**config.mk**
```make
export PLATFORM = sky130hd
export DESIGN_NAME = wavetable_oscillator_interp
export DESIGN_NICKNAME = d
export VERILOG_FILES = /design/src/rtl/core/wtosc_pkg.sv /design/src/rtl/core/wtosc_mul.sv /design/src/rtl/core/wavetable_oscillator_interp.sv
export SDC_FILE = /design/constraint.sdc
export NUM_CORES = 2
export LEC_CHECK = 0
export BUFFER_PORTS_ARGS = -buffer_cell sky130_fd_sc_hd__buf_4
export CORE_AREA = 5 5 443 445
export CTS_CLUSTER_DIAMETER = 120
export CTS_CLUSTER_SIZE = 25
export DETAILED_ROUTE_END_ITERATION = 10
export DIE_AREA = 0 0 448 450
export PLACE_DENSITY = 0.65
export SYNTH_ARGS = -nofsm -noshare
export SYNTH_HDL_FRONTEND = slang
export SYNTH_SLANG_ARGS = --single-unit
```
**constraint.sdc**
```tcl
create_clock -name clk -period 4.65 [get_ports clk]
set_clock_uncertainty 0.05 [all_clocks]
set_input_delay 0.465 -clock clk [delete_from_list [all_inputs] [get_ports clk]]
set_output_delay 0.465 -clock clk [all_outputs]
set_load 0.005 [all_outputs]
```
**src/rtl/core/wtosc_pkg.sv**
```systemverilog
package wtosc_pkg;

  // Field and datapath widths.
  localparam int IDX_W       = 7;
  localparam int FRAC_W      = 16;
  localparam int PHASE_W     = IDX_W + FRAC_W;
  localparam int TABLE_DEPTH = 1 << IDX_W;
  localparam int SAMPLE_W    = 16;
  localparam int AMP_W       = 16;
  localparam int CFG_W       = PHASE_W;

  // Shared serial multiplier: signed multiplicand times unsigned multiplier.
  localparam int MCAND_W  = SAMPLE_W + 1;
  localparam int MPLIER_W = 16;
  localparam int PROD_W   = MCAND_W + MPLIER_W;

  // Register indexes of the configuration port.
  localparam logic CFG_PHASE_STEP = 1'b0;
  localparam logic CFG_AMPLITUDE  = 1'b1;

  // Values after reset.
  localparam logic [PHASE_W-1:0] PHASE_STEP_RESET = 23'd83696;
  localparam logic [AMP_W-1:0]   AMPLITUDE_RESET  = 16'd16384;

  // Sequencer states for one sample.
  typedef enum logic [2:0] {
    ST_IDLE,
    ST_RD0,
    ST_RD1,
    ST_DIFF,
    ST_MUL1,
    ST_INTERP,
    ST_MUL2,
    ST_SCALE
  } state_t;

endpackage

```
**src/rtl/core/wtosc_mul.sv**
```systemverilog
module wtosc_mul (
  input  logic                                 clk,
  input  logic                                 rst,
  input  logic                                 start,
  input  logic signed [wtosc_pkg::MCAND_W-1:0] mcand,
  input  logic        [wtosc_pkg::MPLIER_W-1:0] mplier,
  output logic                                 done,
  output logic signed [wtosc_pkg::PROD_W-1:0]  product
);

  localparam int UP_W  = wtosc_pkg::MCAND_W + 1;
  localparam int ACC_W = UP_W + wtosc_pkg::MPLIER_W;
  localparam int CNT_W = $clog2(wtosc_pkg::MPLIER_W);
  localparam logic [CNT_W-1:0] CNT_LAST = CNT_W'(wtosc_pkg::MPLIER_W - 1);

  logic signed [wtosc_pkg::MCAND_W-1:0] mcand_r;
  logic [ACC_W-1:0]                     acc;
  logic [CNT_W-1:0]                     cnt;
  logic                                 busy;
  logic signed [UP_W-1:0]               upper_sum;

  // One multiplier bit per cycle: add the multiplicand into the upper half
  // when the low bit is set, then shift the whole accumulator right.
  always_comb begin
    upper_sum = $signed(acc[ACC_W-1:wtosc_pkg::MPLIER_W]);
    if (acc[0]) begin
      upper_sum = upper_sum + UP_W'(mcand_r);
    end
  end

  always_ff @(posedge clk) begin
    if (start) begin
      mcand_r <= mcand;
      acc     <= {{UP_W{1'b0}}, mplier};
    end else if (busy) begin
      acc <= {upper_sum[UP_W-1], upper_sum, acc[wtosc_pkg::MPLIER_W-1:1]};
    end
  end

  // Bit counter and completion pulse.
  always_ff @(posedge clk) begin
    if (rst) begin
      busy <= 1'b0;
      cnt  <= '0;
      done <= 1'b0;
    end else begin
      done <= busy && (cnt == CNT_LAST);
      if (start) begin
        busy <= 1'b1;
        cnt  <= '0;
      end else if (busy) begin
        cnt <= cnt + 1'b1;
        if (cnt == CNT_LAST) begin
          busy <= 1'b0;
        end
      end
    end
  end

  assign product = $signed(acc[wtosc_pkg::PROD_W-1:0]);

endmodule

```
**src/rtl/core/wavetable_oscillator_interp.sv**
```systemverilog
// Channel  Handshake           Beat contents
// -------  ------------------  ------------------------------------------
// in       in_valid/in_stall   func, entry_index, entry_value
// out      out_valid/out_stall sample
// cfg      cfg_write           cfg_index, cfg_data (phase_step, amplitude)
//
// A table write beat is taken whenever the sequencer is idle. Once a sample
// beat is taken, no new beat is taken until its sample is loaded: two table
// reads, the difference setup, a multiplier pass (all multiplier bits shifted,
// then done), the blend setup, a second such pass and the output load. The
// sample is valid once loaded; an output stall holds back that load.
// Synchronous reset clears the phase and restores the register defaults;
// the table holds nothing defined until written.
// A finished sample waits in the output register while a new beat is taken;
// the sequencer holds in its last state while the output is still stalled.
module wavetable_oscillator_interp (
  input  logic                                  clk,
  input  logic                                  rst,
  input  logic                                  in_valid,
  output logic                                  in_stall,
  input  logic                                  func,
  input  logic        [wtosc_pkg::IDX_W-1:0]    entry_index,
  input  logic signed [wtosc_pkg::SAMPLE_W-1:0] entry_value,
  output logic                                  out_valid,
  input  logic                                  out_stall,
  output logic signed [wtosc_pkg::SAMPLE_W-1:0] sample,
  input  logic                                  cfg_write,
  input  logic                                  cfg_index,
  input  logic        [wtosc_pkg::CFG_W-1:0]    cfg_data
);

  localparam int SW = wtosc_pkg::SAMPLE_W;
  localparam int PW = wtosc_pkg::PROD_W;
  localparam int MW = wtosc_pkg::MCAND_W;
  localparam int FW = wtosc_pkg::FRAC_W;

  wtosc_pkg::state_t state, state_next;

  logic [wtosc_pkg::PHASE_W-1:0] phase;
  logic [wtosc_pkg::PHASE_W-1:0] phase_step;
  logic [wtosc_pkg::AMP_W-1:0]   amplitude;

  logic signed [SW-1:0] mem [wtosc_pkg::TABLE_DEPTH];
  logic signed [SW-1:0] rdata;
  logic signed [SW-1:0] v0;
  logic [wtosc_pkg::IDX_W-1:0] idx0;
  logic [wtosc_pkg::IDX_W-1:0] rd_addr;

  logic                           accept;
  logic                           mul_start;
  logic signed [MW-1:0]           mul_mcand;
  logic [wtosc_pkg::MPLIER_W-1:0] mul_mplier;
  logic                           mul_done;
  logic signed [PW-1:0]           product;
  logic                           load_out;

  logic signed [PW:0]   interp_rnd;
  logic signed [MW-1:0] interp_sum;
  logic signed [PW:0]   scale_rnd;
  logic signed [PW-15:0] scale_shr;
  logic signed [SW-1:0] scaled;

  assign in_stall = (state != wtosc_pkg::ST_IDLE);
  assign accept   = in_valid && !in_stall;
  assign idx0     = phase[wtosc_pkg::PHASE_W-1:FW];

  // Configuration registers.
  always_ff @(posedge clk) begin
    if (rst) begin
      phase_step <= wtosc_pkg::PHASE_STEP_RESET;
      amplitude  <= wtosc_pkg::AMPLITUDE_RESET;
    end else if (cfg_write) begin
      case (cfg_index)
        wtosc_pkg::CFG_PHASE_STEP: phase_step <= cfg_data;
        wtosc_pkg::CFG_AMPLITUDE:  amplitude  <= cfg_data[wtosc_pkg::AMP_W-1:0];
        default: ;
      endcase
    end
  end

  // Wave table: one write port, one registered read port.
  assign rd_addr = (state == wtosc_pkg::ST_RD1) ? idx0 + 1'b1 : idx0;

  always_ff @(posedge clk) begin
    if (accept && !func) begin
      mem[entry_index] <= entry_value;
    end
    rdata <= mem[rd_addr];
  end

  // Left entry is held while the right one is read.
  always_ff @(posedge clk) begin
    if (state == wtosc_pkg::ST_RD1) begin
      v0 <= rdata;
    end
  end

  // Rounding of the interpolation product and the linear blend.
  assign interp_rnd = $signed({product[PW-1], product}) + (PW+1)'(1 << (FW - 1));
  assign interp_sum = $signed(interp_rnd[PW-1:FW]) + MW'(v0);

  // Rounding and saturation of the scaled sample.
  assign scale_rnd = $signed({product[PW-1], product}) + (PW+1)'(1 << 14);
  assign scale_shr = scale_rnd[PW:15];

  always_comb begin
    if (scale_shr > $signed((PW-14)'(32767))) begin
      scaled = 16'sh7FFF;
    end else if (scale_shr < $signed(-(PW-14)'(32768))) begin
      scaled = 16'sh8000;
    end else begin
      scaled = scale_shr[SW-1:0];
    end
  end

  // Sequencer state register.
  always_ff @(posedge clk) begin
    if (rst) begin
      state <= wtosc_pkg::ST_IDLE;
    end else begin
      state <= state_next;
    end
  end

  // Next state and multiplier control.
  always_comb begin
    state_next = state;
    mul_start  = 1'b0;
    mul_mcand  = $signed({rdata[SW-1], rdata}) - $signed({v0[SW-1], v0});
    mul_mplier = phase[FW-1:0];
    load_out   = 1'b0;
    case (state)
      wtosc_pkg::ST_IDLE: begin
        if (accept && func) begin
          state_next = wtosc_pkg::ST_RD0;
        end
      end
      wtosc_pkg::ST_RD0: state_next = wtosc_pkg::ST_RD1;
      wtosc_pkg::ST_RD1: state_next = wtosc_pkg::ST_DIFF;
      wtosc_pkg::ST_DIFF: begin
        mul_start  = 1'b1;
        state_next = wtosc_pkg::ST_MUL1;
      end
      wtosc_pkg::ST_MUL1: begin
        if (mul_done) begin
          state_next = wtosc_pkg::ST_INTERP;
        end
      end
      wtosc_pkg::ST_INTERP: begin
        mul_start  = 1'b1;
        mul_mcand  = interp_sum;
        mul_mplier = amplitude;
        state_next = wtosc_pkg::ST_MUL2;
      end
      wtosc_pkg::ST_MUL2: begin
        if (mul_done) begin
          state_next = wtosc_pkg::ST_SCALE;
        end
      end
      wtosc_pkg::ST_SCALE: begin
        if (!out_valid || !out_stall) begin
          load_out   = 1'b1;
          state_next = wtosc_pkg::ST_IDLE;
        end
      end
      default: state_next = wtosc_pkg::ST_IDLE;
    endcase
  end

  // Phase accumulator advances once per produced sample.
  always_ff @(posedge clk) begin
    if (rst) begin
      phase <= '0;
    end else if (load_out) begin
      phase <= phase + phase_step;
    end
  end

  // Output register.
  always_ff @(posedge clk) begin
    if (rst) begin
      out_valid <= 1'b0;
    end else if (load_out) begin
      out_valid <= 1'b1;
    end else if (!out_stall) begin
      out_valid <= 1'b0;
    end
  end

  always_ff @(posedge clk) begin
    if (load_out) begin
      sample <= scaled;
    end
  end

  wtosc_mul u_mul (
    .clk     (clk),
    .rst     (rst),
    .start   (mul_start),
    .mcand   (mul_mcand),
    .mplier  (mul_mplier),
    .done    (mul_done),
    .product (product)
  );

endmodule
```
==> key figures <==
Finish
  – Final nets: 6379
  – Register area: 65600 um2
  – Layout cells sized above 1: 0.135
  – Filler cells: 15400
  – Multi-input logic area: 27500 um2
  – Most common cell after layout, fill and taps aside: edfxtp_1
  – Syn-to-layout area delta: 7.77%
  – Layout Utilization: 0.535
  – Commonest non-fill, non-tap cells in the layout: edfxtp_1, nand2_1, buf_4, mux4_2, nand3_1
  – Final instance area: 103000 um2

Synth
  – Post-Syn Nets: 6344
  – Synth Register Bits: 2218
  – Number of flops mapped to enable cells by yosys: 2113
  – Async S/R FF share, synth: 0
  – Synth unique cells: 71
  – Syn. warnings: 0
  – Cells after synthesis: 6211
  – Main flop type after synthesis: edfxtp_1
  – Seq/Total Area, Yosys: 0.688
  – Post-synth design cell area: 95300 um2
  – Average size of a mapped cell: 15.3 um2

Power
  – Worst vdd ir: 0.292 mV
  – Leakage: 0.0314 uW
  – Power Density: 344 nW/um2

Routing
  – Starting DRT DRC Count: 6551
  – Post-route ant nets: 0
  – Via/cell ratio: 6.39
  – Total routed wirelength: 253000 um
  – Drc violations: 0
  – DR vias: 56600
  – Routed WL per cell: 28.5 um
  – Pre-antenna DRT Iters: 6

Floorplanning
  – Area of the core: 192000 um2
  – Initial core utilization: 0.497
  – Die Width: 448 um
  – IO Count: 71
  – Die Height: 450 um
  – # rows: 161
  – Die ar.: 202000 um2

Critical path
  – Worst Path Buf+Inv: 3
  – CP Launch Type: flop
  – CP most frequent cell: buf_4
  – Crit end category: flop
  – Worst path max stage delay: 630 ps
  – CP Class: flop to flop
  – Crit-path max FO: 185
  – Worst EP required: 5280 ps
  – Worst path slowest cell: nor3b_4
  – Worst path arrival time: 4990 ps
  – Critical-path cell list: nor3b_4 -> buf_4 -> buf_4 -> buf_12 -> a31oi_1 -> nand3_1 -> nand2_1 -> a22oi_1 -> o211ai_1 -> a21oi_1 -> nand4_1
  – Cell family with most CP delay: compound AO/OA/AOI/OAI gates

GRT
  – Met2 GRT Util: 0.390
  – Global route hottest layer: met2
  – Largest net degree at the start of global routing: 222
  – Met1 Usage GRT: 0.348
  – Vias in the first global route: 55100
  – Initial antenna violation count: 9
  – GR Util met3: 0.0448
  – Grt ovf: 0
  – First-pass GRT wire length: 369000 um
  – Tot GR Track Use: 0.246

Clocking
  – Number of clock buffers inserted by TritonCTS: 98
  – Clock sink count: 2218
  – H-tree levels: 3
  – Setup bufs post-CTS: 0
  – CTS tree: built
  – Clk slew on worst S/H paths: 110 ps
  – Worst-Skew Late Latency: 800 ps
  – Clock Tree Buf Depth: 3
  – CTS root buf: clkbuf_16

STA
  – Worst slew pin tran: 1400 ps
  – Period utilization: 0.936
  – Rel. slew slack: 0.0670
  – Hold slack: 76.1 ps
  – Fin crit period: 4350 ps
  – Finish-stage setup viols: 0
  – RSZ-0062 raised after global routing: false
  – Hold Violations, Final: 0
  – Final slew viol count: 0
  – Setup TNS: 0 ps
  – Final worst slack: 295 ps
  – Max Freq: 230 MHz

Placed design
  – Gpl congestion: 0.879
  – Dpl cell area: 99500 um2
  – Post-Place Worst Slack: 356 ps
  – IO Port Bufs: 70
  – Dpl hpwl: 152000 um

Run
  – Max Cap Viol: 0

Min path
  – Worst Hold Class: input pin to flop

Outcome
  – Outcome: complete, no violations
## final timing paths
kind	startpoint	end	slack (ps)	depth (start not counted)
max reg2reg	state[0]	rdata[3]	300	11
min reg2reg	amplitude[10]	amplitude[10]	410	2
max	state[0]	rdata[3]	300	11
min	entry_value[8]	mem[114][8]	80	1
## synth_stat cells, types with 6 or more instances
cell type | count | area share
a22oi_1 | 16 | 0.0013
mux2_2 | 19 | 0.0022
dfxtp_1 | 105 | 0.022
mux2i_1 | 275 | 0.029
and3_1 | 20 | 0.0013
or3_1 | 13 | 0.00085
o21a_1 | 11 | 0.00087
inv_1 | 39 | 0.0015
buf_2 | 77 | 0.0040
buf_8 | 6 | 0.00095
o21ai_0 | 65 | 0.0034
nand2_1 | 725 | 0.029
nor2b_1 | 252 | 0.017
a21o_1 | 16 | 0.0013
nand2b_1 | 23 | 0.0015
xnor2_1 | 50 | 0.0046
nor2_1 | 235 | 0.0093
a2111oi_0 | 239 | 0.022
mux4_2 | 334 | 0.079
clkbuf_1 | 297 | 0.012
o211ai_1 | 34 | 0.0027
xor2_1 | 39 | 0.0036
a311oi_1 | 141 | 0.013
nand3b_1 | 12 | 0.00095
buf_6 | 26 | 0.0031
a211oi_1 | 14 | 0.0011
buf_1 | 24 | 0.00095
nand4_1 | 22 | 0.0014
a31oi_1 | 196 | 0.013
nor3_1 | 18 | 0.00095
nand3_1 | 327 | 0.017
buf_4 | 25 | 0.0020
o22ai_1 | 95 | 0.0062
a21oi_1 | 138 | 0.0072
edfxtp_1 | 2113 | 0.67
ha_1 | 76 | 0.010
o31ai_1 | 30 | 0.0024
## sequential cells by signal (all words and copies together) (netlist names)
signal	cells
mem	2048
u_mul.acc	33
phase	23
phase_step	23
u_mul.mcand_r	17
amplitude	16
rdata	16
sample	16
v0	16
u_mul.cnt	4
state	3
out_valid	1
u_mul.busy	1
u_mul.done	1
## logic make-up after synthesis
logic type	Yosys count	synth area share
flops	2218	0.688
xor+xnor	92	0.00881
buf+inv	498	0.0249
compound gates	1019	0.0763
fa+ha+maj	80	0.0108
mux	629	0.110
simple gates	1675	0.0809
## power by group
part           internal, uW  switching, uW  total (uW)
combinational          1020           1760        2780
sequential            22000            261       22300
clock                  4120           6140       10300
## stage by stage
stage          total power (uW)  cells
6_report                  35300   8861
3_5_place_dp              25500   8648
3_3_place_gp              25400   8648
5_1_grt                   36500   8859
2_1_floorplan             24400   6211
4_1_cts                   35500   8856
## area by class of cell
type	instances	share of cell area
sequential	2218	0.638
multi-input combinational	3495	0.268
timing repair buffer	393	0.0333
clock inverter	7	0.00121
antenna	5	0.000122
clock buffer	177	0.0270
inverter	40	0.00146
tap	2526	0.0308
## per-layer routing
metal | part of all wire | wire (um) | vias up
li1 | - | - | 24600
met1 | 0.40 | 102000 | 29100
met2 | 0.47 | 118000 | 2586
met3 | 0.090 | 22700 | 374
met4 | 0.039 | 9790 | 8
met5 | 0.00021 | 53 | -
## timing repair
action                    CTS  global route
hold buffers               24             0
resized for setup           0             0
hold endpoints to repair   41             0
Power figures use the tool's default switching activity.
